<file path="src/rtl/pdu_dfr_pkg.sv">
// Package for the PDU stream deframer: section and kind codes, header offsets,
// register indexes and the structs passed between the framer and the top level.
// No dependencies.
`timescale 1ns / 1ps

package pdu_dfr_pkg;

  localparam int unsigned COUNT_W = 32;
  localparam int unsigned CFG_IDX_W = 3;
  localparam int unsigned CFG_DATA_W = 8;

  typedef logic [COUNT_W-1:0] count_t;

  localparam count_t FIXED_HEADER_BYTES = count_t'(80);
  localparam count_t OFS_CMD = count_t'(3);
  localparam count_t OFS_RID = count_t'(68);
  localparam count_t OFS_SIG = count_t'(72);
  localparam count_t OFS_OPT = count_t'(74);
  localparam count_t OFS_FLAGS = count_t'(75);
  localparam count_t OFS_DLEN = count_t'(76);

  localparam logic [5:0] RECNO_BYTES = 6'd8;
  localparam logic [5:0] SEQNO_BYTES = 6'd8;
  localparam logic [5:0] TIME_BYTES = 6'd16;

  typedef enum logic [1:0] {
    SEC_HDR  = 2'd0,
    SEC_OPT  = 2'd1,
    SEC_DATA = 2'd2,
    SEC_SIG  = 2'd3
  } section_t;

  typedef enum logic [2:0] {
    KIND_HDR  = 3'd0,
    KIND_OPT  = 3'd1,
    KIND_DATA = 3'd2,
    KIND_SIG  = 3'd3,
    KIND_DROP = 3'd4
  } kind_t;

  typedef enum logic [1:0] {
    ERR_NONE     = 2'd0,
    ERR_VERSION  = 2'd1,
    ERR_OVERFLOW = 2'd2
  } err_t;

  localparam logic [CFG_IDX_W-1:0] REG_MIN_VERSION = 3'd0;
  localparam logic [CFG_IDX_W-1:0] REG_MAX_VERSION = 3'd1;
  localparam logic [CFG_IDX_W-1:0] REG_RECNO_MASK = 3'd2;
  localparam logic [CFG_IDX_W-1:0] REG_SEQNO_MASK = 3'd3;
  localparam logic [CFG_IDX_W-1:0] REG_TIME_MASK = 3'd4;

  typedef struct packed {
    logic [7:0] min_version;
    logic [7:0] max_version;
    logic [7:0] recno_mask;
    logic [7:0] seqno_mask;
    logic [7:0] time_mask;
  } cfg_t;

  typedef struct packed {
    kind_t       kind;
    logic [7:0]  byte_value;
    logic        header_done;
    logic [7:0]  command;
    logic [31:0] request_id;
    logic [31:0] data_length;
    logic [11:0] sig_length;
    logic [3:0]  sig_alg;
    logic [9:0]  option_bytes;
    logic [7:0]  flags;
    err_t        error_code;
    logic        last_of_pdu;
  } result_t;

endpackage

</file>
<file path="src/rtl/pdu_dfr_framer.sv">
// Framing state and per-word decode for the PDU stream deframer.
// Holds the section, byte counter and captured header fields.
// Depends on pdu_dfr_pkg.
`timescale 1ns / 1ps

module pdu_dfr_framer (
  input  logic                 clk,
  input  logic                 rst,
  input  logic                 fire,
  input  logic [7:0]           rx_byte,
  input  pdu_dfr_pkg::cfg_t    cfg,
  output pdu_dfr_pkg::result_t res
);

  localparam int unsigned COUNT_W_P = pdu_dfr_pkg::COUNT_W;

  pdu_dfr_pkg::section_t section, section_next;
  pdu_dfr_pkg::count_t   byte_count, byte_count_next;
  logic [7:0]  command_reg, command_reg_next;
  logic [31:0] request_reg, request_reg_next;
  logic [15:0] sig_word, sig_word_next;
  logic [7:0]  option_words, option_words_next;
  logic [7:0]  flag_reg, flag_reg_next;
  logic [31:0] length_reg, length_reg_next;

  logic [COUNT_W_P:0] count_inc;
  logic [5:0] need;
  logic       show_fields;
  logic       sec_end;

  function automatic pdu_dfr_pkg::section_t advance_to(
    input pdu_dfr_pkg::section_t from,
    input logic [7:0]  opt_w,
    input logic [31:0] len,
    input logic [11:0] sig_len
  );
    pdu_dfr_pkg::section_t s;
    if (from == pdu_dfr_pkg::SEC_HDR && opt_w != 8'd0) begin
      s = pdu_dfr_pkg::SEC_OPT;
    end else if ((from == pdu_dfr_pkg::SEC_HDR || from == pdu_dfr_pkg::SEC_OPT) &&
                 len != 32'd0) begin
      s = pdu_dfr_pkg::SEC_DATA;
    end else if (from != pdu_dfr_pkg::SEC_SIG && sig_len != 12'd0) begin
      s = pdu_dfr_pkg::SEC_SIG;
    end else begin
      s = pdu_dfr_pkg::SEC_HDR;
    end
    return s;
  endfunction

  assign count_inc = {1'b0, byte_count} + {{COUNT_W_P{1'b0}}, 1'b1};

  always_comb begin
    section_next = section;
    byte_count_next = byte_count;
    command_reg_next = command_reg;
    request_reg_next = request_reg;
    sig_word_next = sig_word;
    option_words_next = option_words;
    flag_reg_next = flag_reg;
    length_reg_next = length_reg;
    need = 6'd0;
    show_fields = 1'b1;
    sec_end = 1'b0;

    res = '0;
    res.byte_value = rx_byte;

    unique case (section)
      pdu_dfr_pkg::SEC_OPT: begin
        res.kind = pdu_dfr_pkg::KIND_OPT;
        sec_end = count_inc >= {23'd0, option_words, 2'b00};
      end
      pdu_dfr_pkg::SEC_DATA: begin
        res.kind = pdu_dfr_pkg::KIND_DATA;
        sec_end = count_inc >= {1'b0, length_reg};
      end
      pdu_dfr_pkg::SEC_SIG: begin
        res.kind = pdu_dfr_pkg::KIND_SIG;
        sec_end = count_inc >= {21'd0, sig_word[11:0]};
      end
      pdu_dfr_pkg::SEC_HDR: begin
        if (byte_count == '0 &&
            (rx_byte < cfg.min_version || rx_byte > cfg.max_version)) begin
          res.kind = pdu_dfr_pkg::KIND_DROP;
          res.error_code = pdu_dfr_pkg::ERR_VERSION;
          show_fields = 1'b0;
        end else begin
          res.kind = pdu_dfr_pkg::KIND_HDR;
          if (byte_count == pdu_dfr_pkg::OFS_CMD) begin
            command_reg_next = rx_byte;
          end else if (byte_count >= pdu_dfr_pkg::OFS_RID &&
                       byte_count < pdu_dfr_pkg::OFS_SIG) begin
            request_reg_next = {request_reg[23:0], rx_byte};
          end else if (byte_count >= pdu_dfr_pkg::OFS_SIG &&
                       byte_count < pdu_dfr_pkg::OFS_OPT) begin
            sig_word_next = {sig_word[7:0], rx_byte};
          end else if (byte_count == pdu_dfr_pkg::OFS_OPT) begin
            option_words_next = rx_byte;
          end else if (byte_count == pdu_dfr_pkg::OFS_FLAGS) begin
            flag_reg_next = rx_byte;
          end else if (byte_count >= pdu_dfr_pkg::OFS_DLEN) begin
            length_reg_next = {length_reg[23:0], rx_byte};
          end

          if (count_inc >= {1'b0, pdu_dfr_pkg::FIXED_HEADER_BYTES}) begin
            if ((flag_reg_next & cfg.seqno_mask) != 8'd0) begin
              need = need + pdu_dfr_pkg::SEQNO_BYTES;
            end
            if ((flag_reg_next & cfg.recno_mask) != 8'd0) begin
              need = need + pdu_dfr_pkg::RECNO_BYTES;
            end
            if ((flag_reg_next & cfg.time_mask) != 8'd0) begin
              need = need + pdu_dfr_pkg::TIME_BYTES;
            end
            res.header_done = 1'b1;
            if ({option_words_next, 2'b00} < {4'd0, need}) begin
              res.error_code = pdu_dfr_pkg::ERR_OVERFLOW;
            end
            sec_end = 1'b1;
          end else begin
            show_fields = 1'b0;
            byte_count_next = count_inc[COUNT_W_P-1:0];
          end
        end
      end
    endcase

    if (section != pdu_dfr_pkg::SEC_HDR) begin
      if (sec_end) begin
        byte_count_next = '0;
      end else begin
        byte_count_next = count_inc[COUNT_W_P-1:0];
      end
    end

    if (sec_end) begin
      byte_count_next = '0;
      section_next = advance_to(section, option_words_next, length_reg_next,
                                sig_word_next[11:0]);
      res.last_of_pdu = (section_next == pdu_dfr_pkg::SEC_HDR);
    end

    if (show_fields) begin
      res.command = command_reg_next;
      res.request_id = request_reg_next;
      res.data_length = length_reg_next;
      res.sig_length = sig_word_next[11:0];
      res.sig_alg = sig_word_next[15:12];
      res.option_bytes = {option_words_next, 2'b00};
      res.flags = flag_reg_next;
    end
  end

  always_ff @(posedge clk) begin
    if (rst) begin
      section <= pdu_dfr_pkg::SEC_HDR;
      byte_count <= '0;
      command_reg <= '0;
      request_reg <= '0;
      sig_word <= '0;
      option_words <= '0;
      flag_reg <= '0;
      length_reg <= '0;
    end else if (fire) begin
      section <= section_next;
      byte_count <= byte_count_next;
      command_reg <= command_reg_next;
      request_reg <= request_reg_next;
      sig_word <= sig_word_next;
      option_words <= option_words_next;
      flag_reg <= flag_reg_next;
      length_reg <= length_reg_next;
    end
  end

endmodule

</file>
<file path="src/rtl/pdu_stream_deframer.sv">
// Top level of the PDU stream deframer: input word register, configuration
// registers, framer and result register.
// Depends on pdu_dfr_pkg and pdu_dfr_framer.
//
// Channel   Direction  Handshake              Contents
// input     in         in_valid / in_ready    rx_byte
// result    out        out_valid / out_ready  kind, byte_value, decoded header, error_code
// config    in         cfg_write              cfg_index, cfg_data
//
// One word per cycle is sustained while results are taken; an accepted word passes
// through the input register and the framer logic into the result register.
// The input register lets one word be accepted while a result waits to be taken.
// Reset is synchronous and restores the configuration defaults and a hunting
// header section. A stalled result holds both registers until out_ready.
`timescale 1ns / 1ps

module pdu_stream_deframer (
  input  logic        clk,
  input  logic        rst,
  input  logic        in_valid,
  output logic        in_ready,
  input  logic [7:0]  rx_byte,
  output logic        out_valid,
  input  logic        out_ready,
  output logic [2:0]  kind,
  output logic [7:0]  byte_value,
  output logic        header_done,
  output logic [7:0]  command,
  output logic [31:0] request_id,
  output logic [31:0] data_length,
  output logic [11:0] sig_length,
  output logic [3:0]  sig_alg,
  output logic [9:0]  option_bytes,
  output logic [7:0]  flags,
  output logic [1:0]  error_code,
  output logic        last_of_pdu,
  input  logic        cfg_write,
  input  logic [pdu_dfr_pkg::CFG_IDX_W-1:0]  cfg_index,
  input  logic [pdu_dfr_pkg::CFG_DATA_W-1:0] cfg_data
);

  pdu_dfr_pkg::cfg_t    cfg;
  pdu_dfr_pkg::result_t res;
  pdu_dfr_pkg::result_t out_res;

  logic       in_full;
  logic [7:0] in_byte;
  logic       advance;

  assign advance = in_full && (!out_valid || out_ready);
  assign in_ready = !in_full || advance;

  always_ff @(posedge clk) begin
    if (rst) begin
      cfg.min_version <= 8'd2;
      cfg.max_version <= 8'd4;
      cfg.recno_mask <= 8'd1;
      cfg.seqno_mask <= 8'd2;
      cfg.time_mask <= 8'd4;
    end else if (cfg_write) begin
      unique case (cfg_index)
        pdu_dfr_pkg::REG_MIN_VERSION: cfg.min_version <= cfg_data;
        pdu_dfr_pkg::REG_MAX_VERSION: cfg.max_version <= cfg_data;
        pdu_dfr_pkg::REG_RECNO_MASK:  cfg.recno_mask <= cfg_data;
        pdu_dfr_pkg::REG_SEQNO_MASK:  cfg.seqno_mask <= cfg_data;
        pdu_dfr_pkg::REG_TIME_MASK:   cfg.time_mask <= cfg_data;
        default: begin
        end
      endcase
    end
  end

  always_ff @(posedge clk) begin
    if (rst) begin
      in_full <= 1'b0;
    end else if (in_valid && in_ready) begin
      in_full <= 1'b1;
    end else if (advance) begin
      in_full <= 1'b0;
    end
  end

  always_ff @(posedge clk) begin
    if (in_valid && in_ready) begin
      in_byte <= rx_byte;
    end
  end

  pdu_dfr_framer u_framer (
    .clk     (clk),
    .rst     (rst),
    .fire    (advance),
    .rx_byte (in_byte),
    .cfg     (cfg),
    .res     (res)
  );

  always_ff @(posedge clk) begin
    if (rst) begin
      out_valid <= 1'b0;
    end else if (advance) begin
      out_valid <= 1'b1;
    end else if (out_ready) begin
      out_valid <= 1'b0;
    end
  end

  always_ff @(posedge clk) begin
    if (advance) begin
      out_res <= res;
    end
  end

  assign kind = out_res.kind;
  assign byte_value = out_res.byte_value;
  assign header_done = out_res.header_done;
  assign command = out_res.command;
  assign request_id = out_res.request_id;
  assign data_length = out_res.data_length;
  assign sig_length = out_res.sig_length;
  assign sig_alg = out_res.sig_alg;
  assign option_bytes = out_res.option_bytes;
  assign flags = out_res.flags;
  assign error_code = out_res.error_code;
  assign last_of_pdu = out_res.last_of_pdu;

endmodule

</file>
<file path="config.mk">
export PLATFORM = sky130hd
export DESIGN_NAME = pdu_stream_deframer
export DESIGN_NICKNAME = d
export VERILOG_FILES = /design/src/rtl/pdu_dfr_pkg.sv /design/src/rtl/pdu_dfr_framer.sv /design/src/rtl/pdu_stream_deframer.sv
export SDC_FILE = /design/constraint.sdc
export NUM_CORES = 1
export LEC_CHECK = 0
export ABC_AREA = 0
export BUFFER_PORTS_ARGS = -buffer_cell sky130_fd_sc_hd__buf_2
export CAP_MARGIN = 0
export CORE_AREA = 2 2 170 172
export DETAILED_ROUTE_END_ITERATION = 8
export DIE_AREA = 0 0 172 174
export PLACE_DENSITY_LB_ADDON = 0.2
export SETUP_SLACK_MARGIN = 0.15
export SYNTH_ARGS = -nofsm -noshare
export SYNTH_HDL_FRONTEND = slang
export SYNTH_SLANG_ARGS = --single-unit
</file>
<file path="constraint.sdc">
create_clock -name clk -period 7.3 [get_ports clk]
set_input_delay 0.365 -clock clk [delete_from_list [all_inputs] [get_ports clk]]
set_output_delay 0.365 -clock clk [all_outputs]
set_load 0.01 [all_outputs]
</file>
==> results of run 1 <==
cell usage after synthesis, drive strengths merged, types with 27 or more instances:
library cell	instances	area, um2
nand3	46	230.2
ha	73	913.4
o21ai	31	155.1
nor3	27	150.2
dfxtp	180	3603
a21oi	237	1186
nor2	137	514.2
nand4	31	206.4
mux2i	38	380.4
nor4	38	256.5
nand2	408	1531
clkbuf	79	296.5
edfxtp	127	3814
buf	35	197.7
inv	92	345.3
power by group through the flow:
stage | Combinational (mW) | Sequential (mW) | Clock [mW]
floorplan | 0.0770 | 1.88 | 0
global placement | 0.152 | 1.87 | 0
detailed placement | 0.154 | 1.87 | 0
CTS | 0.158 | 1.84 | 1.63
global route | 0.173 | 1.84 | 1.69
finish | 0.158 | 1.84 | 1.62
worst reg2reg max path, cell delays in order, from the launching register on:
cell	delay, ns
dfxtp_1	0.52
ha_1	0.34
nand3_1	0.46
nor4_2	0.63
nand3_1	0.25
nor2_1	0.19
xor2_1	0.26
ha_1	0.29
and4_1	0.22
nand4_1	0.12
nor3_1	0.08
a31o_2	0.24
o21ai_0	0.20
nand3_1	0.22
nor2_1	0.14
buf_4	0.23
and3_1	0.66
a22o_1	0.25
final cells by class:
cell class	instances	area (um2)	share of cell area
inverters	92	347.8	0.02011
clock buffers	39	817.0	0.04723
multi-input cells	1258	7057	0.4079
repair buffers	173	960.9	0.05555
well taps	384	480.5	0.02777
clock inverters	19	219.0	0.01266
flip-flops and latches	307	7417	0.4288
logic make-up (layout without fill, tap and decap cells):
logic type               Yosys count  after routing  synth area share
AO/OA/AOI/OAI                    370            370            0.1406
XOR/XNOR                          25             25           0.01433
adder cells (fa/ha/maj)           73             73           0.05976
buffers and inverters            206            323           0.05493
flip-flops                       307            307            0.4853
multiplexers                      46             46           0.03078
other                              1              2         0.0002454
AND/OR/NAND/NOR                  742            742            0.2140
metal layers:
layer  GRT usage  up-vias  share of wire
met5           0        -              0
met4     0.06373        0          0.023
met3     0.03529       79          0.066
met2      0.4277      456           0.46
met1      0.3879     6141           0.45
li1            -     6329              -
per-stage QoR:
stage,std cells,hold WS [ns],cell area [um2],util
4_1_cts,2272,0.008496,17300,0.6126
6_report,2272,0.01837,17300,0.6126
5_1_grt,2272,0.02386,17300,0.6126
2_1_floorplan,1771,0.4321,15290,-
3_3_place_gp,2206,0.4382,16180,0.5731
3_5_place_dp,2206,0.4435,16180,0.5731
worst max path at each step:
stage                                    endpoint                    from  slack (ns)
after detailed placement  u_framer.byte_count[25]  u_framer.byte_count[0]        1.96
after CTS                  u_framer.byte_count[4]  u_framer.byte_count[0]        1.92
after global routing      u_framer.byte_count[25]  u_framer.byte_count[0]        1.38
after floorplan               u_framer.section[1]               out_valid        3.11
final                     u_framer.byte_count[25]  u_framer.byte_count[0]        1.96
after global placement    u_framer.byte_count[25]  u_framer.byte_count[0]        2.01
==> impl_metrics.ini, run 1 <==
[status]
status = complete, no violations

[power]
irDropWorstVdd_mv = 0.2017
combPwrFrac = 0.044
total_power_mw = 3.613
p_leak_nw = 6.125
internal_power_mw = 2.806
p_per_area_nw_per_um2 = 208.9
swShare = 0.2235
seq_power_share = 0.509
clkPwrFrac = 0.448
net-switching-power_mw = 0.8078

[floorplan]
fp.dieH_um = 174
die_x_um = 172
start_util = 0.5413
rows = 62
core_area_um2 = 28240
dieArea_um2 = 29930
pin_count = 147

[clock_tree]
clk_pin_slew_ns = 0.06
cts_buffers = 31
root_buffer = clkbuf_16
hold_buffers = 8
cts_tree = built
post_cts_resized = 0
h-tree-depth = 1
insertion_delay_ns = 0.58
post_cts.repair.setup_buffers = 0
cts_max_path_buffers = 3
clock-sinks = 307

[min_path]
hold_path.class = input port to register
hold_depth = 3
hold_path_startpoint = in_valid
min_to = in_full

[placement]
post-place-ws_ns = 1.957
gp_congestion = 0.9229
portBuffers = 144
place_hpwl_mm = 28.00

[global_routing]
grt_usage = 0.2680
grt_first_pass_wirelength_mm = 64.32
grt_start_max_net_pins = 105
grt_overflow = 0
grt_pass1_vias = 12030
antenna_found_initial = 0

[setup_path]
critPathBufInv = 1
cp_common_cell = nand3_1
path_cells = ha_1 -> nand3_1 -> nor4_2 -> nand3_1 -> nor2_1 -> xor2_1 -> ha_1 -> and4_1 -> nand4_1 -> nor3_1 -> a31o_2 -> o21ai_0 -> nand3_1 -> nor2_1 -> buf_4 -> and3_1 -> a22o_1
r2r-end = u_framer.byte_count[25]
crit_cells = 17
cp_top_family = simple AND/OR/NAND/NOR gates
r2r_start = u_framer.byte_count[0]
critical_path.max_stage_delay_ns = 0.66
critical_path_class = register to register
worstPathMaxFanout = 18
rrSetupSlack_ns = 1.96
end_kind = register
slowest_stage = and3_1
setup.worst_path.start_class = register
required_ns = 7.82
reg2reg_depth = 17
cp.arrival_ns = 5.86

[yosys]
synth.distinct_cells = 59
synthArstFlopShare = 0
syn-instance-count = 1770
synthFlopType = dfxtp_1
synth_warnings = 0
seq_area_frac_synth = 0.4853
synth_area_um2 = 15280
synth_edf_count = 127
ys_ff_latch = 307
syn_area_per_cell_um2 = 8.635

[timing]
slew_headroom = 0.1674
fin_worst_skew_ns = 0.02040
finalSetupViolations = 0
finalSetupTns_ns = 0
fmax_mhz = 187.2
period_share = 0.7318
worstMarginPinSlew_ns = 1.239
worst_slack_ns = 1.958
slew_viol_final = 0
rsz0062_at_grt = false
final_hold_viol_count = 0
post-route-min-period_ns = 5.342

[drt]
drc = 0
post_drt_wl_per_cell_um = 17.88
drt_iter0_markers = 1229
dr.pass1.iters = 5
ant_nets = 0
viasPerCell = 5.724
via_count = 13010
totalWireLength_mm = 40.62

[final_layout]
fin_nets = 1960
largest_reg_flops = 40
area_growth_pct = 13.19
diodes = 0
n_fill_cell = 2524
regMostFlops = cfg
final_cell_mix = nand2_1, a21oi_1, dfxtp_1, buf_2, nor2_1
final_common_cell = nand2_1
post_route_cells_drive_above_1_share = 0.1319

[flow_run]
max_cap_violations = 0
Power figures use the tool's default switching activity.
==> run 2, diff against run 1 <==
clock period = 5.07 ns   (was 7.3 ns; I/O delays follow)
==> impl_metrics.ini, run 2 (same netlist as run 1, synthesis figures left out) <==
[status]
status = complete, no violations

[timing]
rsz0062_at_grt = false
period_share = 0.9062
fin_worst_skew_ns = 0.01550
slew_headroom = 0.2418
holdWs_ns = 0.02857
finalSetupTns_ns = 0
fmax_mhz = 217.7
slew_viol_final = 0
final_hold_viol_count = 0
finalSetupViolations = 0
post-route-min-period_ns = 4.594
worstMarginPinSlew_ns = 1.137

[final_layout]
post_route_cells_drive_above_1_share = 0.1384
final_common_cell = nand2_1
area_growth_pct = 14.15
largest_reg_flops = 40
layout.cells.non_filler = 2291
diodes = 0
final_cell_mix = nand2_1, a21oi_1, dfxtp_1, buf_2, nor2_1
design_area_um2 = 17450
fin_nets = 1978
regMostFlops = cfg

[placement]
place_hpwl_mm = 27.94
dp_cells = 2220
gp_congestion = 0.9424
portBuffers = 144
placed_cell_area_um2 = 16300

[drt]
totalWireLength_mm = 40.84
drc = 0
drt_iter0_markers = 1455
via_count = 13280
post_drt_wl_per_cell_um = 17.83
dr.pass1.iters = 6
ant_nets = 0
viasPerCell = 5.798

[setup_path]
r2r_start = u_framer.byte_count[1]
critPathBufInv = 3
cp_top_family = simple AND/OR/NAND/NOR gates
setup.worst_path.start_class = register
cp.arrival_ns = 5.04
critical_path_class = register to register
critical_path.max_stage_delay_ns = 0.64
slowest_stage = nor4_1
critPathLaunch = u_framer.byte_count[1]
path_cells = ha_1 -> buf_4 -> and3_1 -> nand4_1 -> nor4_1 -> xor2_1 -> ha_1 -> nand4_1 -> nor3_1 -> a31o_2 -> o21ai_0 -> nand3_1 -> nor2_1 -> buf_4 -> and3_1 -> buf_4 -> a22o_1
worstPathMaxFanout = 18
required_ns = 5.52
cp_common_cell = buf_4
end_kind = register

[min_path]
hold_path.class = input port to register
hold_path_startpoint = cfg_data[3]

[power]
combPwrFrac = 0.044
internal_power_mw = 4.000
swShare = 0.2288
p_leak_nw = 6.210
clkPwrFrac = 0.445
irDropWorstVdd_mv = 0.2439
seq_power_share = 0.511
p_per_area_nw_per_um2 = 297.3
net-switching-power_mw = 1.187

[global_routing]
grt.met3_usage = 0.03643
grt_first_pass_wirelength_mm = 64.94
grt_overflow = 0
antenna_found_initial = 0
busiest_layer = met2
grt_usage = 0.2719
grt_pass1_vias = 12170
use_met2 = 0.4209
grtUsageMet1 = 0.3968
grt_start_max_net_pins = 105

[clock_tree]
clock-sinks = 307
post_cts.repair.setup_buffers = 0
cts_buffers = 34
root_buffer = clkbuf_16
cts_max_path_buffers = 3
clk_pin_slew_ns = 0.06
insertion_delay_ns = 0.52
h-tree-depth = 2
cts_tree = built

[floorplan]
rows = 62
core_area_um2 = 28240
start_util = 0.5413
pin_count = 147
dieArea_um2 = 29930
fp.dieH_um = 174
die_x_um = 172

[flow_run]
max_cap_violations = 0
-- run 2: cell types whose count changed in the layout (fill, tap and decap cells not counted), sizes merged --
cell / before / now
buf: 165 / 179
bufinv: 4 / 0
clkbuf: 39 / 48
clkinv: 11 / 6
clkinvlp: 3 / 6
dlygate4sd3: 8 / 9
inv: 93 / 94
-- run 2: cell type report --
| type | instances | area [um2] |
|---|---|---|
| clock inverter | 14 | 101.3 |
| clock buffer | 48 | 938.4 |
| inverter | 92 | 347.8 |
| tap | 384 | 480.5 |
| timing repair buffer | 188 | 1089 |
| fill | 2477 | 10790 |
| sequential | 307 | 7418 |
| multi-input combinational | 1258 | 7071 |
-- run 2: final timing paths --
kind	endpoint	slack (ns)	depth (start not counted)
max	u_framer.byte_count[20]	0.48	17
min	cfg[11]	0.03	3
max reg2reg	u_framer.byte_count[20]	0.48	17
min reg2reg	cfg[1]	0.45	2
-- run 2: power by group through the flow --
stage          combinational (mW)  sequential (mW)  clock [mW]
2_1_floorplan               0.111             2.71           0
3_3_place_gp                0.215             2.70           0
3_5_place_dp                0.219             2.70           0
4_1_cts                     0.225             2.65        2.35
5_1_grt                     0.247             2.66        2.44
6_report                    0.226             2.65        2.31
-- run 2: worst min-delay path, stage by stage --
cell     delay (ns)
buf_2          0.14
nand2_1        0.06
a21oi_1        0.05
-- run 2: metal layers --
layer | wire length, um | vias to the layer above
met3 | 3187 | 82
met1 | 18080 | 6245
met5 | 0 | -
li1 | - | 6376
met2 | 18490 | 581
met4 | 1077 | 0
-- run 2: timing repair --
item / in CTS / in global routing
resized for setup: 0 / 3
endpoints found under the hold margin: 9 / 0
setup endpoints to repair: 0 / 24
hold buffers: 9 / 0
-- run 2: per-stage QoR --
step	util	worst slack, ns	total power [mW]
after floorplan	-	0.8753	2.823
final	0.6178	0.4757	5.187
after global placement	0.5773	0.6476	2.919
after global routing	0.6178	0.1519	5.343
after detailed placement	0.5773	0.5270	2.924
after CTS	0.6173	0.5256	5.223
==> run 3, diff against run 2 <==
CORE_AREA = 2 2 188 190   (was 2 2 170 172)
DIE_AREA = 0 0 190 192   (was 0 0 172 174)
==> impl_metrics.ini, run 3 (same netlist as run 1, synthesis figures left out) <==
[status]
status = complete, no violations

[timing]
post-route-min-period_ns = 4.575
rsz0062_at_grt = false
finalSetupViolations = 0
fmax_mhz = 218.6
finalSetupTns_ns = 0
worstMarginPinSlew_ns = 1.180
fin_worst_skew_ns = 0.03141
period_share = 0.9023
slew_viol_final = 0
slew_headroom = 0.2126
final_hold_viol_count = 0

[floorplan]
die_x_um = 190
core_area_um2 = 34290
dieArea_um2 = 36480
fp.dieH_um = 192
start_util = 0.4457
pin_count = 147
rows = 68

[final_layout]
final_common_cell = nand2_1
largest_reg_flops = 40
regMostFlops = cfg
final_cell_mix = nand2_1, a21oi_1, dfxtp_1, buf_2, nor2_1
diodes = 0
post_route_cells_drive_above_1_share = 0.1440
area_growth_pct = 15.84
fin_nets = 1987
post-route-util = 0.5163

[setup_path]
setup.worst_path.start_class = register
critical_path_class = register to register
critical_path.max_stage_delay_ns = 0.45
slowest_stage = or2_2
cp_common_cell = ha_1
end_kind = register
cp.arrival_ns = 4.88
required_ns = 5.38
worstPathMaxFanout = 10
path_cells = nor4_1 -> nand4_1 -> nor4_2 -> buf_4 -> nand3_1 -> or2_2 -> mux2_2 -> a22o_1 -> a221oi_1 -> nand3_1 -> ha_1 -> ha_1 -> inv_1 -> ha_1 -> a21o_1 -> a2111oi_0

[clock_tree]
cts_buffers = 35
clk_pin_slew_ns = 0.06
cts_max_path_buffers = 3
h-tree-depth = 2
cts_tree = built
root_buffer = clkbuf_16
insertion_delay_ns = 0.53
post_cts.repair.setup_buffers = 0
clock-sinks = 307

[flow_run]
max_cap_violations = 0

[drt]
totalWireLength_mm = 43.00
viasPerCell = 5.565
ant_nets = 0
via_count = 13200
dr.pass1.iters = 5
drt_iter0_markers = 1360
post_drt_wl_per_cell_um = 18.13
drc = 0

[global_routing]
grt_overflow = 0
antenna_found_initial = 0
grt_start_max_net_pins = 105
grt_usage = 0.2308
grt_pass1_vias = 12130
grt_first_pass_wirelength_mm = 66.99

[placement]
portBuffers = 144
place_hpwl_mm = 29.32
gp_congestion = 0.8806

[power]
irDropWorstVdd_mv = 0.2274
p_per_area_nw_per_um2 = 306.8
total_power_mw = 5.431
p_leak_nw = 6.311

[min_path]
hold_path.class = input port to register
run 3: per-stage QoR:
stage          std cells  setup slack (ns)  hold slack, ns  instance area (um2)
2_1_floorplan       1771            0.8753          0.3524                15290
3_3_place_gp        2299            0.5859          0.4311                16450
3_5_place_dp        2299            0.4493          0.4340                16450
4_1_cts             2372            0.5148         0.01253                17700
5_1_grt             2372            0.1688         0.01902                17700
6_report            2372            0.4954         0.03004                17700
run 3: repair_timing:
| action | CTS | global route |
|---|---|---|
| hold endpoints to repair | 9 | 0 |
| hold buffers | 9 | 0 |
| setup endpoints to repair | 0 | 12 |
| resized for setup | 0 | 2 |
run 3: final timing paths:
| kind | start | end | slack (ns) | cells past startpoint |
|---|---|---|---|---|
| setup / recovery | u_framer.byte_count[31] | error_code[1] | 0.50 | 16 |
| hold / removal | cfg_data[4] | cfg[36] | 0.03 | 3 |
| setup reg to reg | u_framer.byte_count[31] | error_code[1] | 0.50 | 16 |
| hold reg to reg | cfg[28] | cfg[28] | 0.45 | 2 |
run 3: routing by layer:
| metal | wire length (um) | up-vias | GRT usage |
|---|---|---|---|
| met5 | 0 | - | 0 |
| met4 | 878 | 0 | 0.06023 |
| met3 | 2468 | 59 | 0.02503 |
| met2 | 19830 | 438 | 0.3731 |
| met1 | 19830 | 6327 | 0.3297 |
| li1 | - | 6376 | - |
run 3: critical path: cells and delay by family, from the launching register on:
kind	cells	cell delay, ns
AO/OA/AOI/OAI	4	0.99
multiplexers	1	0.34
AND/OR/NAND/NOR	6	1.67
flip-flops	1	0.38
buffers and inverters	2	0.22
adder cells (fa/ha/maj)	3	0.77
run 3: layout make-up:
class / count / area, um2
Clock buffer: 46 / 927.1
Clock inverter: 18 / 229.0
Fill cell: 3232 / 16580
Inverter: 92 / 347.8
Multi-Input combinational cell: 1258 / 7066
Sequential cell: 307 / 7417
Tap cell: 455 / 569.3
Timing Repair Buffer: 196 / 1149
run 3: report_power, final:
part / switching (mW) / total, mW / internal [mW]
clock network: 1.04 / 2.55 / 1.51
registers: 0.0243 / 2.64 / 2.62
logic: 0.166 / 0.243 / 0.0768
total: 1.23 / 5.43 / 4.20
